--- config.mk ---
export PLATFORM = sky130hd
export DESIGN_NAME = rle8_rbg323_frame_decoder
export DESIGN_NICKNAME = d
export VERILOG_FILES = /design/src/hdl/rbgd_pkg.sv /design/src/hdl/rle8_rbg323_frame_decoder.sv /design/src/hdl/rbgd_front.sv /design/src/hdl/rbgd_queue.sv /design/src/hdl/rbgd_back.sv
export SDC_FILE = /design/constraint.sdc
export NUM_CORES = 1
export LEC_CHECK = 0
export BUFFER_PORTS_ARGS = -buffer_cell sky130_fd_sc_hd__buf_4
export CORE_ASPECT_RATIO = 0.9
export CORE_UTILIZATION = 55
export CTS_BUF_LIST = sky130_fd_sc_hd__clkbuf_2
export DETAILED_ROUTE_END_ITERATION = 10
export PLACE_DENSITY_LB_ADDON = 0.12
export SYNTH_ARGS = -nofsm -noshare
export SYNTH_HDL_FRONTEND = slang
export SYNTH_SLANG_ARGS = --single-unit
export TNS_END_PERCENT = 1
--- constraint.sdc ---
create_clock -name clk -period 7.1 [get_ports clk]
set_input_delay 0 -clock clk [delete_from_list [all_inputs] [get_ports clk]]
set_output_delay 0 -clock clk [all_outputs]
set_load 0.02 [all_outputs]
--- src/hdl/rbgd_pkg.sv ---
// ----------------------------------------------------------------------------
// rbgd_pkg
// Shared types and constants of the run-length RBG323 frame decoder.
// ----------------------------------------------------------------------------
`timescale 1ns / 1ps
`default_nettype none

package rbgd_pkg;

  // Field widths
  localparam int CFG_W    = 13;
  localparam int STRIDE_W = 16;
  localparam int ADDR_W   = 28;
  localparam int POS_W    = 12;
  localparam int BYTE_W   = 8;

  typedef logic [CFG_W-1:0]    dim_t;
  typedef logic [STRIDE_W-1:0] stride_t;
  typedef logic [ADDR_W-1:0]   addr_t;
  typedef logic [POS_W-1:0]    pos_t;
  typedef logic [BYTE_W-1:0]   byte_t;

  // Lower bounds of the effective frame size
  localparam dim_t MIN_WIDTH  = 13'd8;
  localparam dim_t MIN_HEIGHT = 13'd1;

  // Configuration register indexes
  localparam logic [1:0] REG_FRAME_WIDTH  = 2'd0;
  localparam logic [1:0] REG_FRAME_HEIGHT = 2'd1;
  localparam logic [1:0] REG_LINE_STRIDE  = 2'd2;

  // Opcode boundaries
  localparam byte_t OP_RUN_MIN = 8'h01;
  localparam byte_t OP_RUN_MAX = 8'hBF;
  localparam byte_t OP_LIT_BAD = 8'hC0;
  localparam byte_t OP_LIT_MIN = 8'hC1;
  localparam byte_t OP_LIT_MAX = 8'hFF;

  // Parser phase
  typedef enum logic [1:0] {
    PH_OPCODE,
    PH_VALUE,
    PH_LITERAL,
    PH_SKIP
  } phase_t;

  // Command handed from the parser to the painter
  typedef enum logic [1:0] {
    CMD_NOP,
    CMD_ERR,
    CMD_RUN,
    CMD_LIT
  } cmd_kind_t;

  typedef struct packed {
    cmd_kind_t kind;
    byte_t     count;
    byte_t     pixel;
    logic      last;
  } cmd_t;

  // Effective frame geometry
  typedef struct packed {
    dim_t    width;
    dim_t    height;
    stride_t stride;
  } cfg_t;

  // One result word
  typedef struct packed {
    logic  kind;
    addr_t seg_addr;
    pos_t  seg_x;
    pos_t  seg_y;
    byte_t seg_len;
    byte_t pixel;
    logic  frame_full;
    logic  run_last;
  } res_t;

  // RBG323 to BGR8
  function automatic byte_t to_bgr8(input byte_t b);
    to_bgr8 = {b[4:0], b[7:5]};
  endfunction

endpackage

`default_nettype wire

--- src/hdl/rle8_rbg323_frame_decoder.sv ---
// ----------------------------------------------------------------------------
// rle8_rbg323_frame_decoder
// Run-length decoder turning RBG323 packets into BGR8 row-fill segments.
// ----------------------------------------------------------------------------
//  channel  | handshake            | payload
//  ---------+----------------------+-------------------------------------------
//  in       | in_valid / in_stall  | in_byte, packet_end
//  out      | out_valid / out_stall| kind, seg_addr, seg_x, seg_y, seg_len,
//           |                      | pixel, frame_full, run_last
//  cfg      | cfg_we               | cfg_index, cfg_data
//
//  The parser takes one byte per cycle into a two-entry command queue.
//  The painter emits one segment per cycle unless the output stalls; a run
//  spanning k rows is held as one segment per row. The queue stalls input
//  when full. Results pass queue slot, active command and output registers.
//  Reset is synchronous and clears all control state; no clearing pass.
// ----------------------------------------------------------------------------
`timescale 1ns / 1ps
`default_nettype none

module rle8_rbg323_frame_decoder #(
  parameter int MAX_WIDTH  = 4096,
  parameter int MAX_HEIGHT = 4096
) (
  input  wire         clk,
  input  wire         rst,
  input  wire         cfg_we,
  input  wire  [1:0]  cfg_index,
  input  wire  [15:0] cfg_data,
  input  wire         in_valid,
  output logic        in_stall,
  input  wire  [7:0]  in_byte,
  input  wire         packet_end,
  output logic        out_valid,
  input  wire         out_stall,
  output logic        kind,
  output logic [27:0] seg_addr,
  output logic [11:0] seg_x,
  output logic [11:0] seg_y,
  output logic [7:0]  seg_len,
  output logic [7:0]  pixel,
  output logic        frame_full,
  output logic        run_last
);

  localparam int CFG_MAX = (1 << rbgd_pkg::CFG_W) - 1;
  localparam int W_CAP   = (MAX_WIDTH  > CFG_MAX) ? CFG_MAX : MAX_WIDTH;
  localparam int H_CAP   = (MAX_HEIGHT > CFG_MAX) ? CFG_MAX : MAX_HEIGHT;
  localparam rbgd_pkg::dim_t W_HI  = rbgd_pkg::dim_t'(W_CAP);
  localparam rbgd_pkg::dim_t H_HI  = rbgd_pkg::dim_t'(H_CAP);
  localparam rbgd_pkg::dim_t W_RST = rbgd_pkg::dim_t'((640 > W_CAP) ? W_CAP : 640);
  localparam rbgd_pkg::dim_t H_RST = rbgd_pkg::dim_t'((480 > H_CAP) ? H_CAP : 480);

  rbgd_pkg::cfg_t  cfg;
  rbgd_pkg::dim_t  w_sat;
  rbgd_pkg::dim_t  h_sat;
  logic            q_push;
  rbgd_pkg::cmd_t  push_cmd;
  logic            q_full;
  logic            q_valid;
  rbgd_pkg::cmd_t  head_cmd;
  logic            q_pop;
  rbgd_pkg::res_t  res;

  // Saturate frame size as it is written
  always_comb begin
    w_sat = cfg_data[12:0];
    if (w_sat < rbgd_pkg::MIN_WIDTH) w_sat = rbgd_pkg::MIN_WIDTH;
    else if (w_sat > W_HI) w_sat = W_HI;
    h_sat = cfg_data[12:0];
    if (h_sat < rbgd_pkg::MIN_HEIGHT) h_sat = rbgd_pkg::MIN_HEIGHT;
    else if (h_sat > H_HI) h_sat = H_HI;
  end

  // Configuration registers
  always_ff @(posedge clk) begin
    if (rst) begin
      cfg.width  <= W_RST;
      cfg.height <= H_RST;
      cfg.stride <= 16'd640;
    end else if (cfg_we) begin
      case (cfg_index)
        rbgd_pkg::REG_FRAME_WIDTH:  cfg.width  <= w_sat;
        rbgd_pkg::REG_FRAME_HEIGHT: cfg.height <= h_sat;
        rbgd_pkg::REG_LINE_STRIDE:  cfg.stride <= cfg_data;
        default: ;
      endcase
    end
  end

  rbgd_front u_front (
    .clk        (clk),
    .rst        (rst),
    .in_valid   (in_valid),
    .in_stall   (in_stall),
    .in_byte    (in_byte),
    .packet_end (packet_end),
    .q_full     (q_full),
    .q_push     (q_push),
    .q_cmd      (push_cmd)
  );

  rbgd_queue u_queue (
    .clk       (clk),
    .rst       (rst),
    .push      (q_push),
    .push_cmd  (push_cmd),
    .full      (q_full),
    .pop_valid (q_valid),
    .pop_cmd   (head_cmd),
    .pop       (q_pop)
  );

  rbgd_back u_back (
    .clk       (clk),
    .rst       (rst),
    .cfg       (cfg),
    .q_valid   (q_valid),
    .q_cmd     (head_cmd),
    .q_pop     (q_pop),
    .out_valid (out_valid),
    .out_stall (out_stall),
    .res       (res)
  );

  // Unpack the result word
  assign kind       = res.kind;
  assign seg_addr   = res.seg_addr;
  assign seg_x      = res.seg_x;
  assign seg_y      = res.seg_y;
  assign seg_len    = res.seg_len;
  assign pixel      = res.pixel;
  assign frame_full = res.frame_full;
  assign run_last   = res.run_last;

  // Checks
  a_fill_len: assert property (@(posedge clk) disable iff (rst)
    out_valid && !kind |-> seg_len != 8'd0)
    else $error("fill segment with zero length");

  a_err_last: assert property (@(posedge clk) disable iff (rst)
    out_valid && kind |-> run_last && seg_len == 8'd0 && !frame_full)
    else $error("error result not a lone zeroed word");

  a_full_last: assert property (@(posedge clk) disable iff (rst)
    out_valid && frame_full |-> run_last)
    else $error("frame full segment not last of its byte");

  a_rst_idle: assert property (@(posedge clk)
    rst |=> !out_valid)
    else $error("result valid right after reset");

endmodule

`default_nettype wire

--- src/hdl/rbgd_front.sv ---
// ----------------------------------------------------------------------------
// rbgd_front
// Packet parser: classifies each byte and pushes paint commands to the queue.
// ----------------------------------------------------------------------------
`timescale 1ns / 1ps
`default_nettype none

module rbgd_front (
  input  wire                  clk,
  input  wire                  rst,
  input  wire                  in_valid,
  output logic                 in_stall,
  input  wire  rbgd_pkg::byte_t in_byte,
  input  wire                  packet_end,
  input  wire                  q_full,
  output logic                 q_push,
  output rbgd_pkg::cmd_t       q_cmd
);

  rbgd_pkg::phase_t phase, phase_next;
  rbgd_pkg::byte_t  count, count_next;
  logic             accept;

  assign in_stall = q_full;
  assign accept   = in_valid && !q_full;

  // Phase and pending count
  always_ff @(posedge clk) begin
    if (rst) begin
      phase <= rbgd_pkg::PH_OPCODE;
      count <= '0;
    end else if (accept) begin
      phase <= phase_next;
      count <= count_next;
    end
  end

  // Classify the byte
  always_comb begin
    phase_next  = phase;
    count_next  = count;
    q_cmd.kind  = rbgd_pkg::CMD_NOP;
    q_cmd.count = count;
    q_cmd.pixel = rbgd_pkg::to_bgr8(in_byte);
    q_cmd.last  = packet_end;
    case (phase)
      rbgd_pkg::PH_OPCODE: begin
        if (!packet_end) begin
          case (in_byte) inside
            [rbgd_pkg::OP_RUN_MIN:rbgd_pkg::OP_RUN_MAX]: begin
              count_next = in_byte;
              phase_next = rbgd_pkg::PH_VALUE;
            end
            [rbgd_pkg::OP_LIT_MIN:rbgd_pkg::OP_LIT_MAX]: begin
              count_next = in_byte - rbgd_pkg::OP_LIT_BAD;
              phase_next = rbgd_pkg::PH_LITERAL;
            end
            default: begin
              q_cmd.kind = rbgd_pkg::CMD_ERR;
              phase_next = rbgd_pkg::PH_SKIP;
            end
          endcase
        end
      end
      rbgd_pkg::PH_VALUE: begin
        q_cmd.kind = rbgd_pkg::CMD_RUN;
        count_next = '0;
        phase_next = rbgd_pkg::PH_OPCODE;
      end
      rbgd_pkg::PH_LITERAL: begin
        q_cmd.kind  = rbgd_pkg::CMD_LIT;
        q_cmd.count = 8'd1;
        count_next  = count - 8'd1;
        if (count == 8'd1) phase_next = rbgd_pkg::PH_OPCODE;
      end
      default: begin
        q_cmd.kind = rbgd_pkg::CMD_NOP;
      end
    endcase
    // Return to the opcode phase at packet end
    if (packet_end) begin
      phase_next = rbgd_pkg::PH_OPCODE;
      count_next = '0;
    end
  end

  // Drop idle bytes that do not close the packet
  assign q_push = accept && ((q_cmd.kind != rbgd_pkg::CMD_NOP) || packet_end);

endmodule

`default_nettype wire

--- src/hdl/rbgd_queue.sv ---
// ----------------------------------------------------------------------------
// rbgd_queue
// Two-entry command queue between the parser and the painter.
// ----------------------------------------------------------------------------
`timescale 1ns / 1ps
`default_nettype none

module rbgd_queue (
  input  wire                  clk,
  input  wire                  rst,
  input  wire                  push,
  input  wire  rbgd_pkg::cmd_t push_cmd,
  output logic                 full,
  output logic                 pop_valid,
  output rbgd_pkg::cmd_t       pop_cmd,
  input  wire                  pop
);

  rbgd_pkg::cmd_t slots [2];
  logic           wr_ptr;
  logic           rd_ptr;
  logic [1:0]     fill;
  logic           do_push;
  logic           do_pop;

  assign full      = (fill == 2'd2);
  assign pop_valid = (fill != 2'd0);
  assign pop_cmd   = slots[rd_ptr];
  assign do_push   = push && !full;
  assign do_pop    = pop && pop_valid;

  // Store entries
  always_ff @(posedge clk) begin
    if (do_push) slots[wr_ptr] <= push_cmd;
  end

  // Advance pointers and fill count
  always_ff @(posedge clk) begin
    if (rst) begin
      wr_ptr <= 1'b0;
      rd_ptr <= 1'b0;
      fill   <= 2'd0;
    end else begin
      if (do_push) wr_ptr <= ~wr_ptr;
      if (do_pop)  rd_ptr <= ~rd_ptr;
      case ({do_push, do_pop})
        2'b10:   fill <= fill + 2'd1;
        2'b01:   fill <= fill - 2'd1;
        default: fill <= fill;
      endcase
    end
  end

endmodule

`default_nettype wire

--- src/hdl/rbgd_back.sv ---
// ----------------------------------------------------------------------------
// rbgd_back
// Painter: walks the frame cursor; emits one row segment per unstalled cycle.
// ----------------------------------------------------------------------------
`timescale 1ns / 1ps
`default_nettype none

module rbgd_back (
  input  wire                  clk,
  input  wire                  rst,
  input  wire  rbgd_pkg::cfg_t cfg,
  input  wire                  q_valid,
  input  wire  rbgd_pkg::cmd_t q_cmd,
  output logic                 q_pop,
  output logic                 out_valid,
  input  wire                  out_stall,
  output rbgd_pkg::res_t       res
);

  // Active command
  logic             act_valid;
  rbgd_pkg::cmd_t   act;
  rbgd_pkg::byte_t  act_cnt;

  // Frame cursor
  rbgd_pkg::dim_t   col;
  rbgd_pkg::pos_t   row;
  rbgd_pkg::addr_t  row_base;
  logic             full_skip;

  logic             out_free;
  logic             step;
  rbgd_pkg::dim_t   rem;
  rbgd_pkg::pos_t   row_inc;
  logic             eor;
  rbgd_pkg::byte_t  seg_n;
  logic             fills;
  logic             is_err;
  logic             hit_full;
  logic             more;
  logic             emit;
  logic             act_done;

  // Segment arithmetic
  always_comb begin
    out_free = !out_valid || !out_stall;
    step     = act_valid && out_free;
    rem      = cfg.width - col;
    row_inc  = row + 12'd1;
    eor      = ({5'd0, act_cnt} >= rem);
    seg_n    = eor ? rem[7:0] : act_cnt;
    fills    = !full_skip && ((act.kind == rbgd_pkg::CMD_RUN) ||
                              (act.kind == rbgd_pkg::CMD_LIT)) &&
               (col < cfg.width) && (act_cnt != 8'd0);
    is_err   = !full_skip && (act.kind == rbgd_pkg::CMD_ERR);
    hit_full = fills && eor &&
               (({1'b0, row_inc} >= cfg.height) || (row_inc == '0));
    more     = fills && eor && (act_cnt != rem[7:0]) && !hit_full;
    emit     = step && (fills || is_err);
    act_done = step && !more;
    q_pop    = q_valid && (!act_valid || act_done);
  end

  // Load and retire commands
  always_ff @(posedge clk) begin
    if (rst) begin
      act_valid <= 1'b0;
    end else if (q_pop) begin
      act_valid <= 1'b1;
    end else if (act_done) begin
      act_valid <= 1'b0;
    end
  end

  always_ff @(posedge clk) begin
    if (q_pop) begin
      act     <= q_cmd;
      act_cnt <= q_cmd.count;
    end else if (step && fills) begin
      act_cnt <= act_cnt - seg_n;
    end
  end

  // Move the cursor; clear it at packet end
  always_ff @(posedge clk) begin
    if (rst) begin
      col       <= '0;
      row       <= '0;
      row_base  <= '0;
      full_skip <= 1'b0;
    end else if (act_done && act.last) begin
      col       <= '0;
      row       <= '0;
      row_base  <= '0;
      full_skip <= 1'b0;
    end else if (step && fills) begin
      if (eor) begin
        col      <= '0;
        row      <= row_inc;
        row_base <= row_base + {12'd0, cfg.stride};
        if (hit_full) full_skip <= 1'b1;
      end else begin
        col <= col + {5'd0, act_cnt};
      end
    end
  end

  // Output register
  always_ff @(posedge clk) begin
    if (rst) begin
      out_valid <= 1'b0;
    end else if (out_free) begin
      out_valid <= emit;
    end
  end

  always_ff @(posedge clk) begin
    if (emit) begin
      res.kind       <= is_err;
      res.seg_addr   <= is_err ? '0 : row_base + {15'd0, col};
      res.seg_x      <= is_err ? '0 : col[11:0];
      res.seg_y      <= is_err ? '0 : row;
      res.seg_len    <= is_err ? '0 : seg_n;
      res.pixel      <= is_err ? '0 : act.pixel;
      res.frame_full <= hit_full;
      res.run_last   <= act_done;
    end
  end

endmodule

`default_nettype wire

Word-level counts from Yosys, hierarchy flattened
Memory sizes are Yosys's and may differ from the RTL's. A register that Yosys moved wholly into a read port is not among the register bits.
Index checks and enable logic that the tools add are counted.
Widths: inputs -> output; s select.

storage, ports and cells
  output and inout port bits = 73
  memories = 1
  input bits = 32
  register bits = 202
  RAM bits = 38

operators by class
  equality and inequality tests = 14
  mux-type cells = 28
  bitwise gates (word level) = 2
  reduce and logical (&&, ||, !) cells = 51
  add/sub/neg operators = 10
  magnitude comparators = 10

memories
  memory         depth  bits a word  read ports  clocked after memory_dff  write ports  line              RTL
  u_queue.slots  2      19           1           1                         1            rbgd_queue.sv:19  rbgd_pkg::cmd_t slots [2];

operators with widths
  kind                   count
  $mux 8                 7
  $mux 13                4
  $add 28x13->28         1
  $add 28x16->28         1
  $pmux 8 s3             1
  $logic_and 1x1->1      20
  $le 8x8->1 const B     2
  $add 13x8->13          1
  $ge 12x13->1           1
  $ge 8x13->1            1
  $gt 13x13->1 const B   1
  $lt 13x1->1 const B    1
  $lt 13x13->1           1
  $lt 13x4->1 const B    1
  $sub 13x13->13         1
  $add 12x1->12 const B  1
  $eq 2x2->1 const B     6
  $logic_not 12->1       1
  $pmux 2 s3             2
  $mux 2                 5
  $reduce_bool 2->1      5
  $reduce_and 3->1       3
  $eq 2x1->1 const B     4
  $eq 8x1->1 const B     1
  20 further kinds       43

Depth between registers and ports, before layout
Gate-level depths: netlist of run 1.

  word-level depth = 16
  mapped depth = 27
  mapped depth without buffers = 26

Hierarchy
Synthesis of run 1 repeated with hierarchy kept, for this count alone.

second synthesis, totals
  cells, all modules = 1401
  area, all modules = 13883.3 um^2

by module, submodules not included
  module                     times used  area an instance (um^2)  cells each
  rbgd_back                  1           9551.7                   997
  rle8_rbg323_frame_decoder  1           1747.9                   192
  rbgd_queue                 1           1591.5                   85
  rbgd_front                 1           992.2                    127

Worst setup path before layout of run 1
Ideal clock, no wire load.

  kind = reg-to-reg
  start = reg u_back.col[0]
  end = reg u_back.act_cnt[7], data pin
  setup slack = 2.084 ns
  library setup time = 0.270 ns
  required time = 6.830 ns
  cell stages (with the launch flop) = 27
  period minus slack after synthesis = 5.016 ns
  path buffers = 1
  data arrival time = 4.746 ns
  path through = dfxtp_1 > ha_1 > inv_1 > fa_1 > a21o_1 > a21oi_1 > xor2_1 > ha_1 > a21oi_1 > o21ai_0 > a221oi_1 > o21bai_2 > nand2_1 > clkbuf_1 > nor2_1 > a21oi_1 > ha_1 > nor2b_1 > o21ai_0 > nand2b_1 > a21o_1 > a21o_1 > o211ai_1 > nand2b_1 > a311oi_1 > xor2_1 > a21oi_1

on the way
  cells in the longest elaborated chain, start to end = 12

ends and longest elaborated chain
  what                                                     line              RTL
  start, declared                                          rbgd_back.sv:26   rbgd_pkg::dim_t col;
  start signal, assigned                                   rbgd_back.sv:103  col <= col + {5'd0, act_cnt};
  branches (longest 11 deep; another with $sub 13x13->13)  n/a
  $mux 8 *                                                 rbgd_back.sv:76   if (q_pop) begin
  end signal, assigned                                     rbgd_back.sv:78   act_cnt <= q_cmd.count;
  end signal, assigned                                     rbgd_back.sv:80   act_cnt <= act_cnt - seg_n;
  end, declared                                            rbgd_back.sv:23   rbgd_pkg::byte_t act_cnt;

Every way passes the cells marked *. The select of a mux whose other input is x is not followed.
A chain may end at the register's enable or synchronous reset.

Final worst setup path of run 1
  start = reg u_back.col[1]
  end = reg u_back.act_cnt[7], data pin

The elaborated chain is that of the path after synthesis.

==> summary.txt, run 1 <==
Outcome
  • Outcome: completed

Hold path
  • Hold Crit Depth: 6
  • Hold EP: cfg[19]$_SDFFE_PP0P_
  • Hold Path Class: in2reg
  • Worst hold start: cfg_data[3]

Route
  • Residual DRC count: 0
  • Iter 0 DRT Violations: 796
  • DRT Pass-1 Iters: 7
  • Post-Route WL: 30,700 um
  • Via count: ~10,000
  • Wire length per cell: 16.3 um
  • Routed vias/inst: 5.54
  • Number of routed nets with antenna violations: 0

Timing
  • Rel. slew slack: about a third
  • Fmax achieved: 170 MHz
  • Fin crit share: 82.7%
  • Hold Violations, Final: 0
  • Tmin final: a little under 6 ns
  • Total negative slack: 0 ns
  • Slew @ Worst Pin: 0.984 ns
  • Final setup fails: 0
  • Max-slew violations: 0
  • RSZ-0062 raised after global routing: no
  • Clock Skew: 0.0678 ns

Setup path
  • Largest fanout on the critical path: 24
  • R2R cell count: 23
  • Worst Setup SP: u_back.col[1]$_SDFFE_PP0P_
  • FF-to-FF Start: u_back.col[1]$_SDFFE_PP0P_
  • R2R Setup Slk: 1.23 ns
  • CP Data Arrival Time: 6.45 ns
  • CP Data Required Time: around 7.7 ns
  • CP startpoint kind: flop
  • Critical path type: reg2reg
  • Critical path endpoint category: flop
  • Reg2Reg Capture Point: u_back.act_cnt[7]$_DFFE_PP_

Logic synthesis
  • Top cell type's share of synthesized area: between 30% and 40%
  • Area leader, netlist: edfxtp_1
  • Sequential cell area fraction in the yosys report: 47.7%
  • Synth top cells by count: nor2_1, edfxtp_1, a21oi_1
  • Mapped Nets: 1,439
  • Top-count cell post-synth: nor2_1
  • Largest cells by area after synthesis: edfxtp_1, dfxtp_1, ha_1
  • Share of flip-flops with an asynchronous set or reset after synthesis: 0%
  • Mapped Area: ~0.013 mm2
  • Post-synth top flop: edfxtp_1
  • Post-synth EDFFs: 128
  • Post-Syn Instances: between 1,000 and 1,500
  • Yosys reg bits: roughly 240
  • Post-synthesis cell type count: 68
  • Mean Syn Cell Area: 9.70 um2
  • Yosys warns: 0

Final layout
  • Footprint of the multi-input gates: 0.00624 mm2
  • Sequential Area: 0.00611 mm2
  • Area growth syn-to-layout: 19.5%
  • Nets: 1,651
  • Post-layout util: roughly two thirds
  • Layout cells sized above 1: between 10% and 20%
  • Fillers: 1,873
  • Layout Cells excl Fill: around 1,900

Global route
  • Largest net degree at the start of global routing: 68
  • Antenna violations before repair: 1
  • Met2 Usage GRT: 39.7%
  • Vias in the first global route: roughly 9,700
  • M3 GR Usage: 4.77%
  • First-pass GRT wire length: 49,500 um
  • Total congestion overflow: 0
  • Grt met1 use: about 38%
  • Total track usage: 26.1%
  • Gr busiest metal: met2

Floorplan
  • CORE AREA: 0.0226 mm2
  • Core Rows: 52
  • Ports: 105
  • Die height: 147 um
  • Initial core utilization: 56.6%
  • Die width: about 160 um
  • DIE AREA: 0.0239 mm2

Clock tree
  • Latest clock arrival within the worst-skew pair: 0.90 ns
  • Post-CTS sizing: 0
  • Clk sink count: 241
  • CTS tree: built
  • Worst-path clk slew: about 0.11 ns
  • CTS Buf Count: 59
  • CTS H-Tree Depth: 2
  • Clock buffer depth: 3
  • Root Driver: clkbuf_2

Placed design
  • Dpl cells: between 1,500 and 2,000
  • GPL Wtd Cong: approximately 0.9
  • Post-DP HPWL: 20,600 um
  • IO Port Bufs: 104

Power
  • Worst vdd ir: 0.000174 V
  • Leak Pwr: just over 6 nW
  • Power per cell area: ~300 mW/mm2

Flow run
  • Max cap viols: 0
==> through the flow <==
step,area (um2),worst slack [ns],power (W),hold slack (ns)
finish,15300,1.23,0.00458,0.0958
global placement,13800,1.58,0.00354,0.211
floorplan,12800,2.08,0.00309,0.0989
detailed placement,13800,1.34,0.00357,0.209
global route,15300,0.822,0.00487,0.0613
CTS,15300,1.30,0.00459,0.00943
==> layout make-up <==
| cell class | count | area share, % |
|---|---|---|
| antenna | 1 | 0.0164 |
| clock buffer | 90 | 2.94 |
| clock inverter | 21 | 0.932 |
| inverter | 67 | 1.64 |
| multi-input combinational | 962 | 40.8 |
| sequential | 241 | 39.9 |
| tap | 297 | 2.43 |
| timing repair buffer | 201 | 11.3 |
==> critical path, cell delays in order, from the launching register on <==
cell and delay [ns]:
dfxtp_1 0.45, inv_1 0.16, ha_1 0.32, nor2b_1 0.23, o21ai_1 0.12, a21oi_1 0.34
xnor2_1 0.21, ha_1 0.34, nand3_1 0.18, o31ai_1 0.22, o21bai_2 0.24, nand2_1 0.58
a21oi_1 0.43, ha_1 0.28, nor2b_1 0.13, o21ai_0 0.16, nand2b_1 0.11, a21o_1 0.18
a21o_1 0.21, o211ai_1 0.10, nand2b_1 0.08, a311oi_1 0.26, xor2_1 0.19, a21oi_1 0.08
==> placed cells by master (no fill, tap or decap), types with 8 or more instances in the layout <==
cell	synthesis	routed
a211oi_1	17	17
a21o_1	24	24
a21oi_1	117	117
a22oi_1	13	13
and3_1	8	8
buf_4	0	112
clkbuf_2	0	90
clkinv_1	0	15
dfxtp_1	113	113
dlygate4sd3_1	0	89
edfxtp_1	128	128
ha_1	82	82
inv_1	67	66
mux2_2	12	12
mux2i_1	8	8
nand2_1	115	115
nand2b_1	14	14
nand3_1	26	25
nand4_1	9	9
nor2_1	157	157
nor2b_1	49	49
nor3_1	46	46
nor3b_1	11	10
o21a_1	8	8
o21ai_0	46	46
or3_1	17	17
xnor2_1	71	71
xor2_1	20	20
==> logic make-up (layout without fill, tap and decap cells) <==
group                    Yosys count  after routing  synth area share (%)
AO/OA/AOI/OAI                    279            279                  13.7
XOR/XNOR                          92             92                  6.40
adder cells (fa/ha/maj)           87             87                  8.79
buffers and inverters            117            379                  3.66
flip-flops                       241            241                  47.7
multiplexers                      20             20                  1.68
other                              0              1                     0
AND/OR/NAND/NOR                  484            484                  18.1
==> per-layer routing <==
layer | wire [um] | vias up | part of all wire [%]
met5 | 0 | - | 0
met2 | 13500 | 340 | 44
met3 | 2210 | 41 | 7.2
li1 | - | 5151 | -
met4 | 402 | 0 | 1.3
met1 | 14500 | 4878 | 47
==> flip-flops by register name (all words and copies together), names as in the netlist, 11 cells and up, named ones only <==
register         count
u_back.res          71
cfg                 42
u_queue.slots       38
u_back.row_base     28
u_back.col          13
u_back.row          12
u_back.act          11
==> report_power, final <==
group          switching, W  internal (W)  total [W]
logic               0.00101      0.000686    0.00169
clock network      0.000572      0.000416   0.000987
registers          0.000127       0.00177    0.00190
total               0.00170       0.00287    0.00458
==> worst max-delay path by stage <==
stage,endpoint,cells after the start
6_report,u_back.act_cnt[7]$_DFFE_PP_,23
5_1_grt,u_back.act_cnt[7]$_DFFE_PP_,23
4_1_cts,u_back.act_cnt[7]$_DFFE_PP_,23
3_5_place_dp,u_back.act_cnt[7]$_DFFE_PP_,23
3_3_place_gp,u_back.act_cnt[7]$_DFFE_PP_,23
2_1_floorplan,u_back.act_cnt[7]$_DFFE_PP_,26
==> timing repair <==
action,4_1_cts,5_1_grt
endpoints found under the hold margin,110,0
hold buffers,89,0
setup buffers,0,0
No activity file was read; power rests on OpenSTA's default activity.
==> run 2, diff against run 1 <==
- ABC_AREA: not set -> 1
- clock period: 7.1 -> 5.34 ns (I/O delays scaled with it)
==> summary.txt, run 2 <==
Placed design
  • Post-DP HPWL: 24,700 um (+20%)
  • GPL Wtd Cong: 0.944 (+2.1%)
  • IO Port Bufs: 104 (unchanged)
  • Placed cell areas: 0.0144 mm2 (+4.3%)

Final layout
  • Fillers: 1,914 (+2.2%)
  • Post-layout util: 67.1% (-0.45 points)
  • Most common cell after layout, fill and taps aside: nand2_1
  • Nets: 1,978 (+20%)
  • Post-Layout Inst Area: 0.0158 mm2 (+3.3%)
  • Area growth syn-to-layout: 18.5%
  • Sequential Area: 0.00611 mm2 (about the same)
  • Largest register FFs: 71 (unchanged)
  • Largest Register: u_back.res
  • Footprint of the multi-input gates: 0.00615 mm2 (-1.4%)
  • Layout cells sized above 1: 13.2% (-1.8 points)
  • Most frequent cells in the layout: nand2_1, inv_1, a21oi_1
  • Biggest regs: u_back.res: 71 flops, cfg: 42 flops, u_queue.slots: 38 flops

Clock tree
  • Clock buffer depth: 3 (unchanged)
  • Post-CTS Setup Repair Bufs: 0 (unchanged)
  • CTS H-Tree Depth: 2 (unchanged)
  • Worst-path clk slew: 0.13 ns (+0.02 ns)
  • Clk sink count: 241 (unchanged)
  • Latest clock arrival within the worst-skew pair: 0.91 ns (about the same)
  • Root Driver: clkbuf_2
  • CTS tree: built
  • CTS Buf Count: 59 (unchanged)

Setup path
  • Largest fanout on the critical path: 10 (-58%)
  • Top cell by count, worst path: nand2_1
  • CP startpoint kind: flop
  • Slowest-stage cell, CP: fa_1
  • R2R Setup Slk: 0.47 ns (-0.76 ns)
  • FF-to-FF Start: u_back.col[0]$_SDFFE_PP0P_
  • CP Data Required Time: 5.97 ns (-1.71 ns)
  • R2R cell count: 28 (+22%)
  • Critical path type: reg2reg
  • Critical path endpoint category: flop
  • CP max stage delay: 0.44 ns (-0.14 ns)
  • Reg2Reg Capture Point: u_back.act_cnt[6]$_DFFE_PP_
  • CP Data Arrival Time: 5.50 ns (-0.95 ns)

Timing
  • Fin crit share: 91.2% (+8.5 points)
  • Total negative slack: 0 ns (unchanged)
  • RSZ-0062 raised after global routing: no
  • Max-slew violations: 0 (unchanged)
  • Hold Violations, Final: 0 (unchanged)
  • Clock Skew: 0.101 ns (+0.0333 ns)
  • Final setup fails: 0 (unchanged)
  • Fmax achieved: 205 MHz (+21%)
  • Rel. slew slack: 30.5% (-3.1 points)
  • Tmin final: 4.87 ns (-1.00 ns)
  • Slew @ Worst Pin: 1.04 ns (+0.0593 ns)
  • WHS: 0.123 ns (+0.0267 ns)

Logic synthesis
  • Mapped Nets: 1,758 (+22%)
  • Share of flip-flops with an asynchronous set or reset after synthesis: 0% (unchanged)
  • Mean Syn Cell Area: 8.14 um2 (-16%)
  • Top cell type's share of synthesized area: 28.8% (-1.2 points)
  • Post-synth top flop: edfxtp_1
  • Largest cells by area after synthesis: edfxtp_1, dfxtp_1, nand2_1
  • Top-count cell post-synth: nand2_1
  • Sequential cell area fraction in the yosys report: 45.8% (-1.9 points)
  • Area leader, netlist: edfxtp_1
  • Yosys reg bits: 241 (unchanged)
  • Post-Syn Instances: 1,639 (+24%)
  • Post-synthesis cell type count: 47 (-31%)
  • Yosys warns: 0 (unchanged)
  • Synth top cells by count: nand2_1, inv_1, a21oi_1
  • Mapped Area: 0.0133 mm2 (+4.1%)
  • Post-synth EDFFs: 128 (unchanged)

Floorplan
  • Initial core utilization: 56.6% (+0.082 points)
  • DIE AREA: 0.0249 mm2 (+4.1%)
  • Core Rows: 53 (+1.9%)
  • Die width: 166 um (+2.0%)
  • Die height: 150 um (+2.0%)
  • Ports: 105 (unchanged)
  • CORE AREA: 0.0235 mm2 (+4.0%)

Power
  • Leak Pwr: 7.17 nW (+17%)
  • Power per cell area: 412 mW/mm2 (+38%)
  • Worst vdd ir: 0.000315 V (+81%)

Global route
  • Antenna violations before repair: 2 (+1)
  • Total track usage: 29.1% (+3.0 points)
  • Total congestion overflow: 0 (unchanged)
  • Vias in the first global route: 11,300 (+16%)
  • Grt met1 use: 40.9% (+2.9 points)
  • First-pass GRT wire length: 57,300 um (+16%)
  • Largest net degree at the start of global routing: 73 (+7.4%)
  • M3 GR Usage: 5.47% (+0.70 points)
  • Gr busiest metal: met2
  • Met2 Usage GRT: 44.5% (+4.7 points)

Route
  • Wire length per cell: 16.3 um (-0.32%)
  • Number of routed nets with antenna violations: 0 (unchanged)
  • Via count: 11,900 (+15%)
  • Routed vias/inst: 5.40 (-2.5%)
  • Residual DRC count: 7 (+7)
  • Post-Route WL: 35,900 um (+17%)
  • DRT Pass-1 Iters: 9 (+2)
  • Iter 0 DRT Violations: 1,079 (+36%)

Outcome
  • Outcome: finished with violations
  • Violations in the final reports: design-rule violations

Flow run
  • Max cap viols: 0 (unchanged)

Hold path
  • Hold Path Class: in2reg
  • Worst hold start: cfg_index[1]
  • Hold Crit Depth: 6 (unchanged)
  • Hold EP: cfg[38]$_SDFFE_PP1P_
-- run 2: changes by cell type in the layout (fill, tap and decap cells not counted), moves of 17 or more --
cell / previous run / this run
xnor2_1: 71 / 8
a21o_1: 24 / 0
inv_1: 66 / 235
o21ai_0: 46 / 88
nor2b_1: 49 / 0
nand2_1: 115 / 371
or3_1: 17 / 0
nor2_1: 157 / 119
nor3_1: 46 / 27
a21oi_1: 117 / 172
nand3_1: 25 / 58
nand4_1: 9 / 32
-- run 2: power by group --
group	internal [W]	total [W]	leakage (nW)	switching, W
Combinational	0.000904	0.00263	4.64	0.00172
Sequential	0.00247	0.00266	2.13	0.000196
Clock	0.000448	0.00122	0.409	0.000772
-- run 2: timing repair --
action / in CTS / in global routing
endpoints found under the hold margin: 82 / 0
setup endpoints to repair: 0 / 3
hold buffers: 84 / 0
gates resized for setup: 0 / 9
-- run 2: layout make-up --
class	instances	area share [%]
Antenna cell	2	0.0317
Clock buffer	88	2.79
Multi-Input combinational cell	1116	38.9
Inverter	239	5.68
Tap cell	302	2.39
Timing Repair Buffer	202	10.9
Clock inverter	21	0.570
Sequential cell	241	38.7
-- run 2: how the worst max path moves through the flow --
stage,end,slack [ns],cells after the start,from
finish,u_back.act_cnt[6]$_DFFE_PP_,0.47,28,u_back.col[0]$_SDFFE_PP0P_
global route,u_back.act_cnt[7]$_DFFE_PP_,0.08,32,u_back.col[4]$_SDFFE_PP0P_
CTS,u_back.act_cnt[7]$_DFFE_PP_,0.21,31,u_back.col[0]$_SDFFE_PP0P_
detailed placement,u_back.act_cnt[7]$_DFFE_PP_,0.23,31,u_back.col[0]$_SDFFE_PP0P_
global placement,u_back.act_cnt[7]$_DFFE_PP_,0.33,31,u_back.col[0]$_SDFFE_PP0P_
floorplan,u_back.act_cnt[7]$_DFFE_PP_,0.77,32,u_back.col[0]$_SDFFE_PP0P_
-- run 2: worst max-delay path, delay by kind of cell, from the launching register on --
family | cells | cell delay (ns)
compound gates | 5 | 0.97
xor+xnor | 2 | 0.35
fa+ha+maj | 4 | 1.28
buf+inv | 2 | 0.19
flops | 1 | 0.39
simple gates | 15 | 1.46
-- run 2: per-layer routing --
layer,up-vias,routed length (um)
met5,-,0
met4,0,1110
met3,92,2760
met2,461,15300
met1,5438,16700
li1,5949,-
-- run 2: through the flow --
| step | instances | total power, W | setup WS [ns] |
|---|---|---|---|
| 2_1_floorplan | 1639 | 0.00443 | 0.771 |
| 3_3_place_gp | 2016 | 0.00520 | 0.325 |
| 3_5_place_dp | 2016 | 0.00523 | 0.230 |
| 4_1_cts | 2209 | 0.00651 | 0.210 |
| 5_1_grt | 2211 | 0.00696 | 0.0821 |
| 6_report | 2211 | 0.00651 | 0.470 |
-- run 2: cell families after synthesis --
kind of cell             synth area share [%]
multiplexers                            0.450
XOR/XNOR                                 2.50
adder cells (fa/ha/maj)                  8.45
flip-flops                               45.8
AO/OA/AOI/OAI                            13.8
AND/OR/NAND/NOR                          20.6
buffers and inverters                    8.34
==> run 3, diff against run 2 <==
- CORE_ASPECT_RATIO: 0.9 -> 0.8
==> summary.txt, run 3 (synthesis results as in run 2) <==
Final layout
  • Area growth syn-to-layout: 18.3%
  • Post-layout util: 66.9% (-0.24 points)
  • Largest Register: u_back.res
  • Biggest regs: u_back.res: 71 flops, cfg: 42 flops, u_queue.slots: 38 flops
  • Nets: 1,965 (-0.66%)
  • Layout cells sized above 1: 12.7% (-0.48 points)
  • Largest register FFs: 71 (unchanged)
  • Most frequent cells in the layout: nand2_1, inv_1, a21oi_1
  • Most common cell after layout, fill and taps aside: nand2_1

Clock tree
  • Latest clock arrival within the worst-skew pair: 0.85 ns (-0.06 ns)
  • CTS tree: built
  • CTS Buf Count: 56 (-5.1%)
  • Clock buffer depth: 3 (unchanged)
  • Clk sink count: 241 (unchanged)
  • CTS H-Tree Depth: 2 (unchanged)
  • Root Driver: clkbuf_2
  • Worst-path clk slew: 0.12 ns (about the same)

Route
  • Routed vias/inst: 5.40 (about the same)
  • Wire length per cell: 15.8 um (-2.9%)
  • DRT Pass-1 Iters: 6 (-3)
  • Iter 0 DRT Violations: 722 (-33%)
  • Number of routed nets with antenna violations: 0 (unchanged)
  • Post-Route WL: 34,800 um (-3.1%)
  • Residual DRC count: 0 (-7)
  • Via count: 11,900 (-0.21%)

Floorplan
  • Core Rows: 50 (-5.7%)
  • CORE AREA: 0.0236 mm2 (+0.19%)
  • Ports: 105 (unchanged)
  • DIE AREA: 0.0249 mm2 (about the same)
  • Initial core utilization: 56.5% (-0.11 points)
  • Die width: 176 um (+6.0%)
  • Die height: 141 um (-5.6%)

Global route
  • Largest net degree at the start of global routing: 50 (-32%)
  • Total congestion overflow: 0 (unchanged)
  • Antenna violations before repair: 1 (-1)
  • First-pass GRT wire length: 56,500 um (-1.4%)
  • Total track usage: 28.4% (-0.67 points)
  • Vias in the first global route: 11,500 (+1.7%)

Outcome
  • Outcome: completed

Power
  • Total net switching power: 0.00266 W (-1.0%)
  • Power per cell area: 419 mW/mm2 (+1.5%)
  • Internal Power: 0.00394 W (+3.1%)
  • Net Sw Frac: 40.4% (-0.99 points)
  • Leak Pwr: 7.14 nW (-0.49%)
  • Worst vdd ir: 0.000444 V (+41%)
  • Reg power frac: 40.4% (-0.5 points)
  • Clock Power Share: 20.1% (+1.4 points)
  • Comb pwr share: 39.5% (-0.9 points)

Placed design
  • Place WS: 0.353 ns (+0.122 ns)
  • IO Port Bufs: 104 (unchanged)
  • Post-DP HPWL: 24,600 um (-0.59%)
  • GPL Wtd Cong: 0.954 (+1.0%)

Timing
  • WHS: 0.0702 ns (-0.0524 ns)
  • RSZ-0062 raised after global routing: no
  • Slew @ Worst Pin: 1.02 ns (-0.0214 ns)
  • Max-slew violations: 0 (unchanged)
  • Fmax achieved: 205 MHz (about the same)
  • Fin crit share: 91.2% (about the same)
  • Final Worst Setup Slack: 0.471 ns (+0.000924 ns)
  • Final setup fails: 0 (unchanged)
  • Clock Skew: 0.0444 ns (-0.0567 ns)
  • Tmin final: 4.87 ns (-0.000924 ns)
  • Total negative slack: 0 ns (unchanged)
  • Rel. slew slack: 31.8% (+1.4 points)
  • Hold Violations, Final: 0 (unchanged)

Setup path
  • Critical path type: reg2reg
  • CP Buf/Inv Count: 2 (unchanged)
  • CP Data Required Time: 5.95 ns (-0.02 ns)
  • CP Data Arrival Time: 5.47 ns (-0.03 ns)
  • CP max stage delay: 0.44 ns (about the same)
  • Top cell by count, worst path: nand2_1
  • CP startpoint kind: flop
  • Critical path endpoint category: flop
  • Crit-path leading delay family: simple AND/OR/NAND/NOR gates
  • Slowest-stage cell, CP: fa_1
  • Largest fanout on the critical path: 8 (-2)

Flow run
  • Max cap viols: 0 (unchanged)

Hold path
  • Hold Path Class: in2reg
[run 3: final timing paths]
kind | to | depth (start not counted) | start | slack, ns
worst min-delay path | cfg[7]$_SDFFE_PP1P_ | 4 | cfg_data[7] | 0.07
worst max register to register | u_back.act_cnt[7]$_DFFE_PP_ | 31 | u_back.col[0]$_SDFFE_PP0P_ | 0.47
worst max-delay path | u_back.act_cnt[7]$_DFFE_PP_ | 31 | u_back.col[0]$_SDFFE_PP0P_ | 0.47
worst min register to register | cfg[25]$_SDFFE_PP0P_ | 2 | cfg[25]$_SDFFE_PP0P_ | 0.48
[run 3: power by group through the flow]
stage	clock network, W	logic (W)	registers, W
CTS	0.00136	0.00260	0.00266
global placement	0	0.00251	0.00270
finish	0.00133	0.00261	0.00267
detailed placement	0	0.00255	0.00270
floorplan	0	0.00158	0.00285
global route	0.00145	0.00291	0.00270
[run 3: per-stage QoR]
stage | cell area [um2] | instances | power, W
final | 15800 | 2207 | 0.00660
after global routing | 15800 | 2207 | 0.00706
after CTS | 15800 | 2205 | 0.00662
after detailed placement | 14400 | 2024 | 0.00525
after global placement | 14400 | 2024 | 0.00520
after floorplan | 13300 | 1639 | 0.00443
[run 3: layer usage]
layer | vias up | global-route usage [%] | wire length (um)
li1 | 5935 | - | -
met1 | 5543 | 38.1 | 16000
met2 | 368 | 47.3 | 16200
met3 | 69 | 4.66 | 2030
met4 | 0 | 8.47 | 673
met5 | - | 0 | 0
[run 3: tightest hold or removal path: cells and delay by family]
family	cells	cell delay, ns
AOI/OAI and AO/OA	1	0.16
buffers and inverters	3	0.72
[run 3: layout make-up]
class / count / area, um2
Clock inverter: 21 / 159
Timing Repair Buffer: 192 / 1660
Clock buffer: 84 / 420
Multi-Input combinational cell: 1116 / 6140
Fill cell: 1976 / 7810
Tap cell: 312 / 390
Inverter: 239 / 897
Antenna cell: 2 / 5.00
Sequential cell: 241 / 6110
[run 3: timing repair]
action / in CTS / in global routing
endpoints found under the setup margin: 0 / 1
setup buffers: 0 / 0
hold buffers: 76 / 0
endpoints found under the hold margin: 98 / 0
gates resized for setup: 0 / 2
